## src/hdl/periodic_task_tick_scheduler_top_assert.svh

```systemverilog
// Assertion macros for the periodic task tick scheduler.
// Used by periodic_task_tick_scheduler_top; no other dependencies.
`ifndef PERIODIC_TASK_TICK_SCHEDULER_TOP_ASSERT_SVH
`define PERIODIC_TASK_TICK_SCHEDULER_TOP_ASSERT_SVH

// checked only outside reset
`define PTTS_ASSERT(lbl, prop, msg) \
  lbl: assert property (@(posedge clk) disable iff (!rst_n) prop) else $error(msg);

// checked in every cycle, reset included
`define PTTS_ASSERT_ALWAYS(lbl, prop, msg) \
  lbl: assert property (@(posedge clk) prop) else $error(msg);

`endif

```

## src/hdl/ptts_pkg.sv

```systemverilog
// Package for the periodic task tick scheduler: sizes, command and status codes,
// and the token that walks the chain of slot cells. No dependencies.
`timescale 1ns / 1ps

package ptts_pkg;

  localparam int SLOT_COUNT = 8;
  localparam int IDX_W      = (SLOT_COUNT > 1) ? $clog2(SLOT_COUNT) : 1;
  localparam int SLOT_W     = 8;
  localparam int TIME_W     = 16;
  localparam int MASK_W     = 8;
  localparam int CMD_W      = 3;
  localparam int STAT_W     = 2;

  localparam logic [SLOT_W-1:0] SLOT_LIMIT = SLOT_W'(SLOT_COUNT);

  localparam logic [CMD_W-1:0] CMD_TICK    = 3'd0;
  localparam logic [CMD_W-1:0] CMD_CREATE  = 3'd1;
  localparam logic [CMD_W-1:0] CMD_SUSPEND = 3'd2;
  localparam logic [CMD_W-1:0] CMD_RESUME  = 3'd3;
  localparam logic [CMD_W-1:0] CMD_DELETE  = 3'd4;

  localparam logic [STAT_W-1:0] ST_OK         = 2'd0;
  localparam logic [STAT_W-1:0] ST_OCCUPIED   = 2'd1;
  localparam logic [STAT_W-1:0] ST_NO_HANDLER = 2'd2;
  localparam logic [STAT_W-1:0] ST_INVALID    = 2'd3;

  typedef struct packed {
    logic [CMD_W-1:0]  cmd;
    logic [SLOT_W-1:0] slot;
    logic [TIME_W-1:0] period;
    logic [TIME_W-1:0] first_delay;
    logic              has_handler;
    logic [STAT_W-1:0] status;
    logic [MASK_W-1:0] fire_mask;
  } tok_t;

endpackage

```

## src/hdl/periodic_task_tick_scheduler_top.sv

```systemverilog
// Top level of the periodic task tick scheduler: entry checks and a chain of
// SLOT_COUNT ptts_cell stages. Uses ptts_pkg, ptts_cell and the assertion header.
//
//   channel | dir | handshake         | payload
//   in_     | in  | in_tvalid/tready  | tuser: cmd; tdata: slot, period, first_delay, has_handler
//   out_    | out | out_tvalid/tready | tdata: status, fire_mask
//
// An item walks one cell per cycle while nothing downstream stalls: it is registered in
// each cell of the chain in turn, from the first cell to the last, before out_tvalid rises.
// Items follow each other down the chain, so one item can enter per cycle while out_tready
// is high. The last cell's register is the output register; a stall there backs up cell
// by cell. Synchronous reset clears all slots.
`timescale 1ns / 1ps

module periodic_task_tick_scheduler_top (
  input  logic        clk,
  input  logic        rst_n,
  input  logic        in_tvalid,
  output logic        in_tready,
  input  logic [47:0] in_tdata,  // slot[7:0], period[23:8], first_delay[39:24],
                                 // has_handler[40], zero[47:41]
  input  logic [2:0]  in_tuser,  // cmd[2:0]
  output logic        out_tvalid,
  input  logic        out_tready,
  output logic [15:0] out_tdata  // status[1:0], fire_mask[9:2], zero[15:10]
);

  logic                        vld [0:ptts_pkg::SLOT_COUNT];
  logic                        rdy [0:ptts_pkg::SLOT_COUNT];
  ptts_pkg::tok_t              tok [0:ptts_pkg::SLOT_COUNT];
  logic                        in_range;
  logic                        slot_cmd;
  logic [ptts_pkg::STAT_W-1:0] entry_status;

  assign in_range = in_tdata[7:0] < ptts_pkg::SLOT_LIMIT;
  assign slot_cmd = (in_tuser == ptts_pkg::CMD_CREATE) ||
                    (in_tuser == ptts_pkg::CMD_SUSPEND) ||
                    (in_tuser == ptts_pkg::CMD_RESUME) || (in_tuser == ptts_pkg::CMD_DELETE);

  always_comb begin
    entry_status = ptts_pkg::ST_OK;
    if (slot_cmd && !in_range) begin
      entry_status = ptts_pkg::ST_INVALID;
    end else if (in_tuser == ptts_pkg::CMD_CREATE && !in_tdata[40]) begin
      entry_status = ptts_pkg::ST_NO_HANDLER;
    end
  end

  always_comb begin
    tok[0].cmd         = in_tuser;
    tok[0].slot        = in_tdata[7:0];
    tok[0].period      = in_tdata[23:8];
    tok[0].first_delay = in_tdata[39:24];
    tok[0].has_handler = in_tdata[40];
    tok[0].status      = entry_status;
    tok[0].fire_mask   = '0;
  end

  assign vld[0]                   = in_tvalid;
  assign in_tready                = rdy[0];
  assign rdy[ptts_pkg::SLOT_COUNT] = out_tready;
  assign out_tvalid               = vld[ptts_pkg::SLOT_COUNT];
  assign out_tdata = {6'd0, tok[ptts_pkg::SLOT_COUNT].fire_mask,
                      tok[ptts_pkg::SLOT_COUNT].status};

  for (genvar i = 0; i < ptts_pkg::SLOT_COUNT; i++) begin : g_cell
    ptts_cell u_cell (
      .clk      (clk),
      .rst_n    (rst_n),
      .cell_idx (ptts_pkg::IDX_W'(i)),
      .up_valid (vld[i]),
      .up_tok   (tok[i]),
      .up_ready (rdy[i]),
      .dn_valid (vld[i+1]),
      .dn_tok   (tok[i+1]),
      .dn_ready (rdy[i+1])
    );
  end

`include "periodic_task_tick_scheduler_top_assert.svh"

  `PTTS_ASSERT_ALWAYS(a_out_idle_after_reset, !rst_n |=> !out_tvalid, "out_tvalid after reset")
  `PTTS_ASSERT(a_fire_only_ok,
    out_tvalid && out_tdata[9:2] != 8'd0 |-> out_tdata[1:0] == ptts_pkg::ST_OK,
    "fire_mask with bad status")
  `PTTS_ASSERT(a_invalid_out_of_range,
    vld[1] && tok[1].status == ptts_pkg::ST_INVALID |-> tok[1].slot >= ptts_pkg::SLOT_LIMIT,
    "invalid status on a valid slot")

endmodule

```

## src/hdl/ptts_cell.sv

```systemverilog
// One slot cell of the scheduler chain: holds a slot's period, counter and flags,
// applies the passing token to them and registers the token for the next cell. Uses ptts_pkg.
`timescale 1ns / 1ps

module ptts_cell (
  input  logic                       clk,
  input  logic                       rst_n,
  input  logic [ptts_pkg::IDX_W-1:0] cell_idx,
  input  logic                       up_valid,
  input  ptts_pkg::tok_t             up_tok,
  output logic                       up_ready,
  output logic                       dn_valid,
  output ptts_pkg::tok_t             dn_tok,
  input  logic                       dn_ready
);

  logic [ptts_pkg::TIME_W-1:0] per_r, per_nxt;
  logic [ptts_pkg::TIME_W-1:0] cnt_r, cnt_nxt;
  logic                        rdy_r, rdy_nxt;
  logic                        occ_r, occ_nxt;
  logic                        vld_r, vld_nxt;
  ptts_pkg::tok_t              tok_r, tok_nxt;
  logic [ptts_pkg::SLOT_W-1:0] idx_ext;
  logic                        take;
  logic                        hit;

  assign idx_ext  = ptts_pkg::SLOT_W'(cell_idx);
  assign up_ready = !vld_r || dn_ready;
  assign take     = up_valid && up_ready;
  assign hit      = (up_tok.slot == idx_ext) && (up_tok.status == ptts_pkg::ST_OK);
  assign dn_valid = vld_r;
  assign dn_tok   = tok_r;

  always_comb begin
    per_nxt = per_r;
    cnt_nxt = cnt_r;
    rdy_nxt = rdy_r;
    occ_nxt = occ_r;
    tok_nxt = tok_r;
    vld_nxt = vld_r && !dn_ready;
    if (take) begin
      vld_nxt = 1'b1;
      tok_nxt = up_tok;
      case (up_tok.cmd)
        ptts_pkg::CMD_TICK: begin
          if (cnt_r == '0 && rdy_r) begin
            cnt_nxt = per_r - 16'd1;
            if (occ_r && idx_ext < ptts_pkg::SLOT_W'(ptts_pkg::MASK_W)) begin
              tok_nxt.fire_mask[idx_ext[2:0]] = 1'b1;
            end
          end else begin
            cnt_nxt = cnt_r - 16'd1;
          end
        end
        ptts_pkg::CMD_CREATE: begin
          if (hit) begin
            if (occ_r) begin
              tok_nxt.status = ptts_pkg::ST_OCCUPIED;
            end else begin
              per_nxt = up_tok.period;
              cnt_nxt = up_tok.first_delay;
              rdy_nxt = 1'b1;
              occ_nxt = 1'b1;
            end
          end
        end
        ptts_pkg::CMD_SUSPEND: begin
          if (hit) rdy_nxt = 1'b0;
        end
        ptts_pkg::CMD_RESUME: begin
          if (hit) rdy_nxt = 1'b1;
        end
        ptts_pkg::CMD_DELETE: begin
          if (hit) occ_nxt = 1'b0;
        end
        default: begin
        end
      endcase
    end
  end

  always_ff @(posedge clk) begin
    if (!rst_n) begin
      per_r <= '0;
      cnt_r <= '0;
      rdy_r <= 1'b0;
      occ_r <= 1'b0;
      vld_r <= 1'b0;
    end else begin
      per_r <= per_nxt;
      cnt_r <= cnt_nxt;
      rdy_r <= rdy_nxt;
      occ_r <= occ_nxt;
      vld_r <= vld_nxt;
    end
  end

  always_ff @(posedge clk) begin
    tok_r <= tok_nxt;
  end

endmodule

```

## config.mk

```make
export PLATFORM = sky130hd
export DESIGN_NAME = periodic_task_tick_scheduler_top
export DESIGN_NICKNAME = d
export VERILOG_FILES = /design/src/hdl/ptts_pkg.sv /design/src/hdl/periodic_task_tick_scheduler_top.sv /design/src/hdl/ptts_cell.sv
export VERILOG_INCLUDE_DIRS = /design/src /design/src/hdl
export SDC_FILE = /design/constraint.sdc
export NUM_CORES = 1
export LEC_CHECK = 0
export BUFFER_PORTS_ARGS = -buffer_cell sky130_fd_sc_hd__buf_2
export CORE_MARGIN = 4
export CORE_UTILIZATION = 45
export CTS_CLUSTER_SIZE = 30
export DETAILED_ROUTE_END_ITERATION = 8
export PLACE_DENSITY = 0.72
export SLEW_MARGIN = 20
export SYNTH_ARGS = -nofsm -noshare
export SYNTH_HDL_FRONTEND = slang
export SYNTH_SLANG_ARGS = --single-unit
```

## constraint.sdc

```tcl
create_clock -name clk -period 7.6 [get_ports clk]
set_input_delay 0.38 -clock clk [delete_from_list [all_inputs] [get_ports clk]]
set_output_delay 0.38 -clock clk [all_outputs]
set_load 0.05 [all_outputs]
```

==> results.json <==
{
  "outcome": "complete, no violations",
  "ctsResizeCount": 0,
  "via_per_inst": 5.950,
  "ir_worst_vdd_uv": 181.7,
  "tns_ns": 0,
  "die_area_sq_um": 65010,
  "cts_sinks": 633,
  "finalMaxSlewViolations": 0,
  "path_clk_slew_ns": 0.06,
  "grt_pass1_wl_mm": 107.0,
  "max-cap-violations": 0,
  "synth_top_area_frac": 0.3862,
  "drt-initial-drc-count": 1812,
  "dp_hpwl_mm": 47.19,
  "relSlewSlack": 0.2845,
  "worst_slack_ns": 3.747,
  "tightest_slew_ns": 1.070,
  "synth_area_sq_um": 27450,
  "start_util": 0.4547,
  "drtAntennaViolNets": 0,
  "syn2layout_area_growth_pct": 13.16,
  "die_h_microns": 255.0,
  "finalWirelength_mm": 67.08,
  "power.leakage_nw": 10.80,
  "vias": 20620,
  "power.density_nw_per_um2": 233.2,
  "synth-edff-count": 353,
  "critPathArrivalTime_ns": 4.35,
  "final_nets": 2694,
  "clock_latency_ns": 0.59,
  "yosysWarnings": 0,
  "num_rows": 90,
  "gr-total-overflow": 0,
  "drtPass1Iterations": 7,
  "ys_seq_area_frac": 0.5904,
  "avgRoutedWirePerCell_microns": 19.36,
  "fin_crit_sh": 0.5070,
  "place.gp.congestion": 0.9298,
  "criticalPathCategory": "flip-flop to flip-flop",
  "cp.required_ns": 8.09,
  "antenna_found_initial": 0,
  "synth_area_per_cell_sq_um": 10.70,
  "boundaryPins": 73,
  "skew_ns": 0.01788,
  "yosys-top-cells-count": "edfxtp_1 (353), nor2_1 (338), dfxtp_1 (280), a21oi_1 (216), nand2_1 (202)",
  "synth_ff_type": "edfxtp_1",
  "crit_path_end_kind": "flip-flop",
  "grt_util_all_layers": 0.2040,
  "fillers": 5224,
  "final_layout_size_suffix_gt1_frac": 0.09430,
  "synth_top_area_cell": "edfxtp_1",
  "place_ws_ns": 3.807,
  "max_clock_freq_mhz": 259.5,
  "io_buffers": 59,
  "ys_ff_latch": 633,
  "finalHoldViolations": 0,
  "setup_viol": 0,
  "ys_types": 93,
  "clock_path_buffers": 3,
  "ys_async_sr_fraction": 0,
  "diodes": 0,
  "cp-start-kind": "flip-flop",
  "h-tree-depth": 3,
  "drc_errors": 0,
  "grt_max_degree": 75,
  "hp-class": "input pin to flip-flop",
  "post-route-util": 0.5146,
  "synth_cells": 2565,
  "synth.most_common_cell": "edfxtp_1",
  "numCtsBuffers": 67,
  "core_sq_um": 60360,
  "rsz0062_at_grt": "no",
  "root_buffer": "clkbuf_16",
  "cts_tree": "done",
  "min_period_ns": 3.853,
  "grt_pass1_vias": 20150,
  "synth_area_leaders": "edfxtp_1 (39%), dfxtp_1 (20%), mux2i_1 (4.7%)",
  "crit_fanout": 26,
  "dieWidth_microns": 255.0
}
==> cell families after synthesis <==
group                      share of synthesized area
AOI/OAI and AO/OA                             0.1508
xor gates and xnor gates                     0.01532
adders and majority gates                   0.003647
buffers and inverters                        0.02453
DFF                                           0.5904
muxes                                        0.04782
other                                      0.0001366
and+or+nand+nor                               0.1674
==> layout by cell type (no fill, tap or decap), drive strengths merged, types with 15 or more instances in the layout <==
cell	n
dfxtp	280
nand2b	19
nand2	202
or3	36
a31oi	60
and3	19
inv	24
edfxtp	353
or4	15
mux2i	130
clkbuf	101
a211oi	35
a2111oi	24
nor3	95
buf	93
xor2	18
o31ai	22
nand3	33
a21oi	216
o21ai	140
nor4	51
and2	29
dlygate4sd3	35
o211ai	34
nor2	340
xnor2	30
==> per-layer routing <==
| metal | GRT usage | share of wire | vias to the layer above |
|---|---|---|---|
| li1 | - | - | 9790 |
| met1 | 0.2339 | 0.40 | 9812 |
| met2 | 0.3741 | 0.51 | 776 |
| met3 | 0.03242 | 0.047 | 240 |
| met4 | 0.09447 | 0.050 | 0 |
| met5 | 0 | 0 | - |
==> state kept, by name, indices dropped and copies added, names as in the netlist <==
register,flops
g_cell.u_cell.occ_r,8
g_cell.u_cell.rdy_r,8
g_cell.u_cell.per_r,128
g_cell.u_cell.dn_tok,353
g_cell.u_cell.dn_valid,8
g_cell.u_cell.cnt_r,128
==> worst paths after layout <==
path,startpoint,end,slack (ns),cells past startpoint
setup / recovery,g_cell[0].u_cell.cnt_r[4]$_SDFFE_PN0P_,g_cell[0].u_cell.cnt_r[14]$_SDFFE_PN0P_,3.75,12
hold / removal,in_tdata[7],g_cell[0].u_cell.dn_tok[50]$_DFFE_PN_,0.03,1
setup reg to reg,g_cell[0].u_cell.cnt_r[4]$_SDFFE_PN0P_,g_cell[0].u_cell.cnt_r[14]$_SDFFE_PN0P_,3.75,12
hold reg to reg,g_cell[6].u_cell.dn_tok[6]$_SDFFCE_PN0P_,g_cell[7].u_cell.dn_tok[6]$_DFFE_PP_,0.41,0
==> worst max-delay path: stages (launching register included) <==
cell	delay, ns
dfxtp_1	0.43
nor2_1	0.10
nand3_1	0.36
nor2_4	0.22
a21oi_1	0.24
ha_1	0.20
or3b_2	0.51
nor4_1	0.40
o31ai_1	0.30
a2111oi_0	0.58
xnor2_1	0.18
nand2_1	0.08
a31oi_1	0.16
==> metrics by stage <==
| step | hold WS, ns | total power, W | instance area (sq um) | std cells |
|---|---|---|---|---|
| after global placement | 0.4004 | 0.004048 | 28500 | 3309 |
| after global routing | 0.001001 | 0.007516 | 31060 | 3465 |
| after detailed placement | 0.4045 | 0.004055 | 28500 | 3309 |
| after CTS | 0.0004874 | 0.007330 | 31060 | 3465 |
| after floorplan | 0.4003 | 0.003963 | 27470 | 2570 |
| final | 0.03335 | 0.007244 | 31060 | 3465 |
==> final cells by class <==
| class | instances | area [sq um] | share of cell area |
|---|---|---|---|
| Sequential cell | 633 | 16210 | 0.5218 |
| Tap cell | 782 | 978.4 | 0.03150 |
| Inverter | 24 | 95.09 | 0.003062 |
| Multi-Input combinational cell | 1777 | 10670 | 0.3435 |
| Clock inverter | 20 | 209.0 | 0.006728 |
| Clock buffer | 101 | 2001 | 0.06442 |
| Timing Repair Buffer | 128 | 900.9 | 0.02901 |
==> timing repair <==
action | in CTS | in global routing
buffers inserted | 0 | 0
hold buffers | 35 | 0
hold endpoints to repair | 35 | 0
setup endpoints to repair | 0 | 0
==> report_power, final <==
part	internal (W)	switching [W]	total, W
logic	0.000101	0.000176	0.000276
registers	0.00367	0.0000511	0.00372
clock network	0.00196	0.00129	0.00324
total	0.00573	0.00151	0.00724
Power figures use the tool's default switching activity.
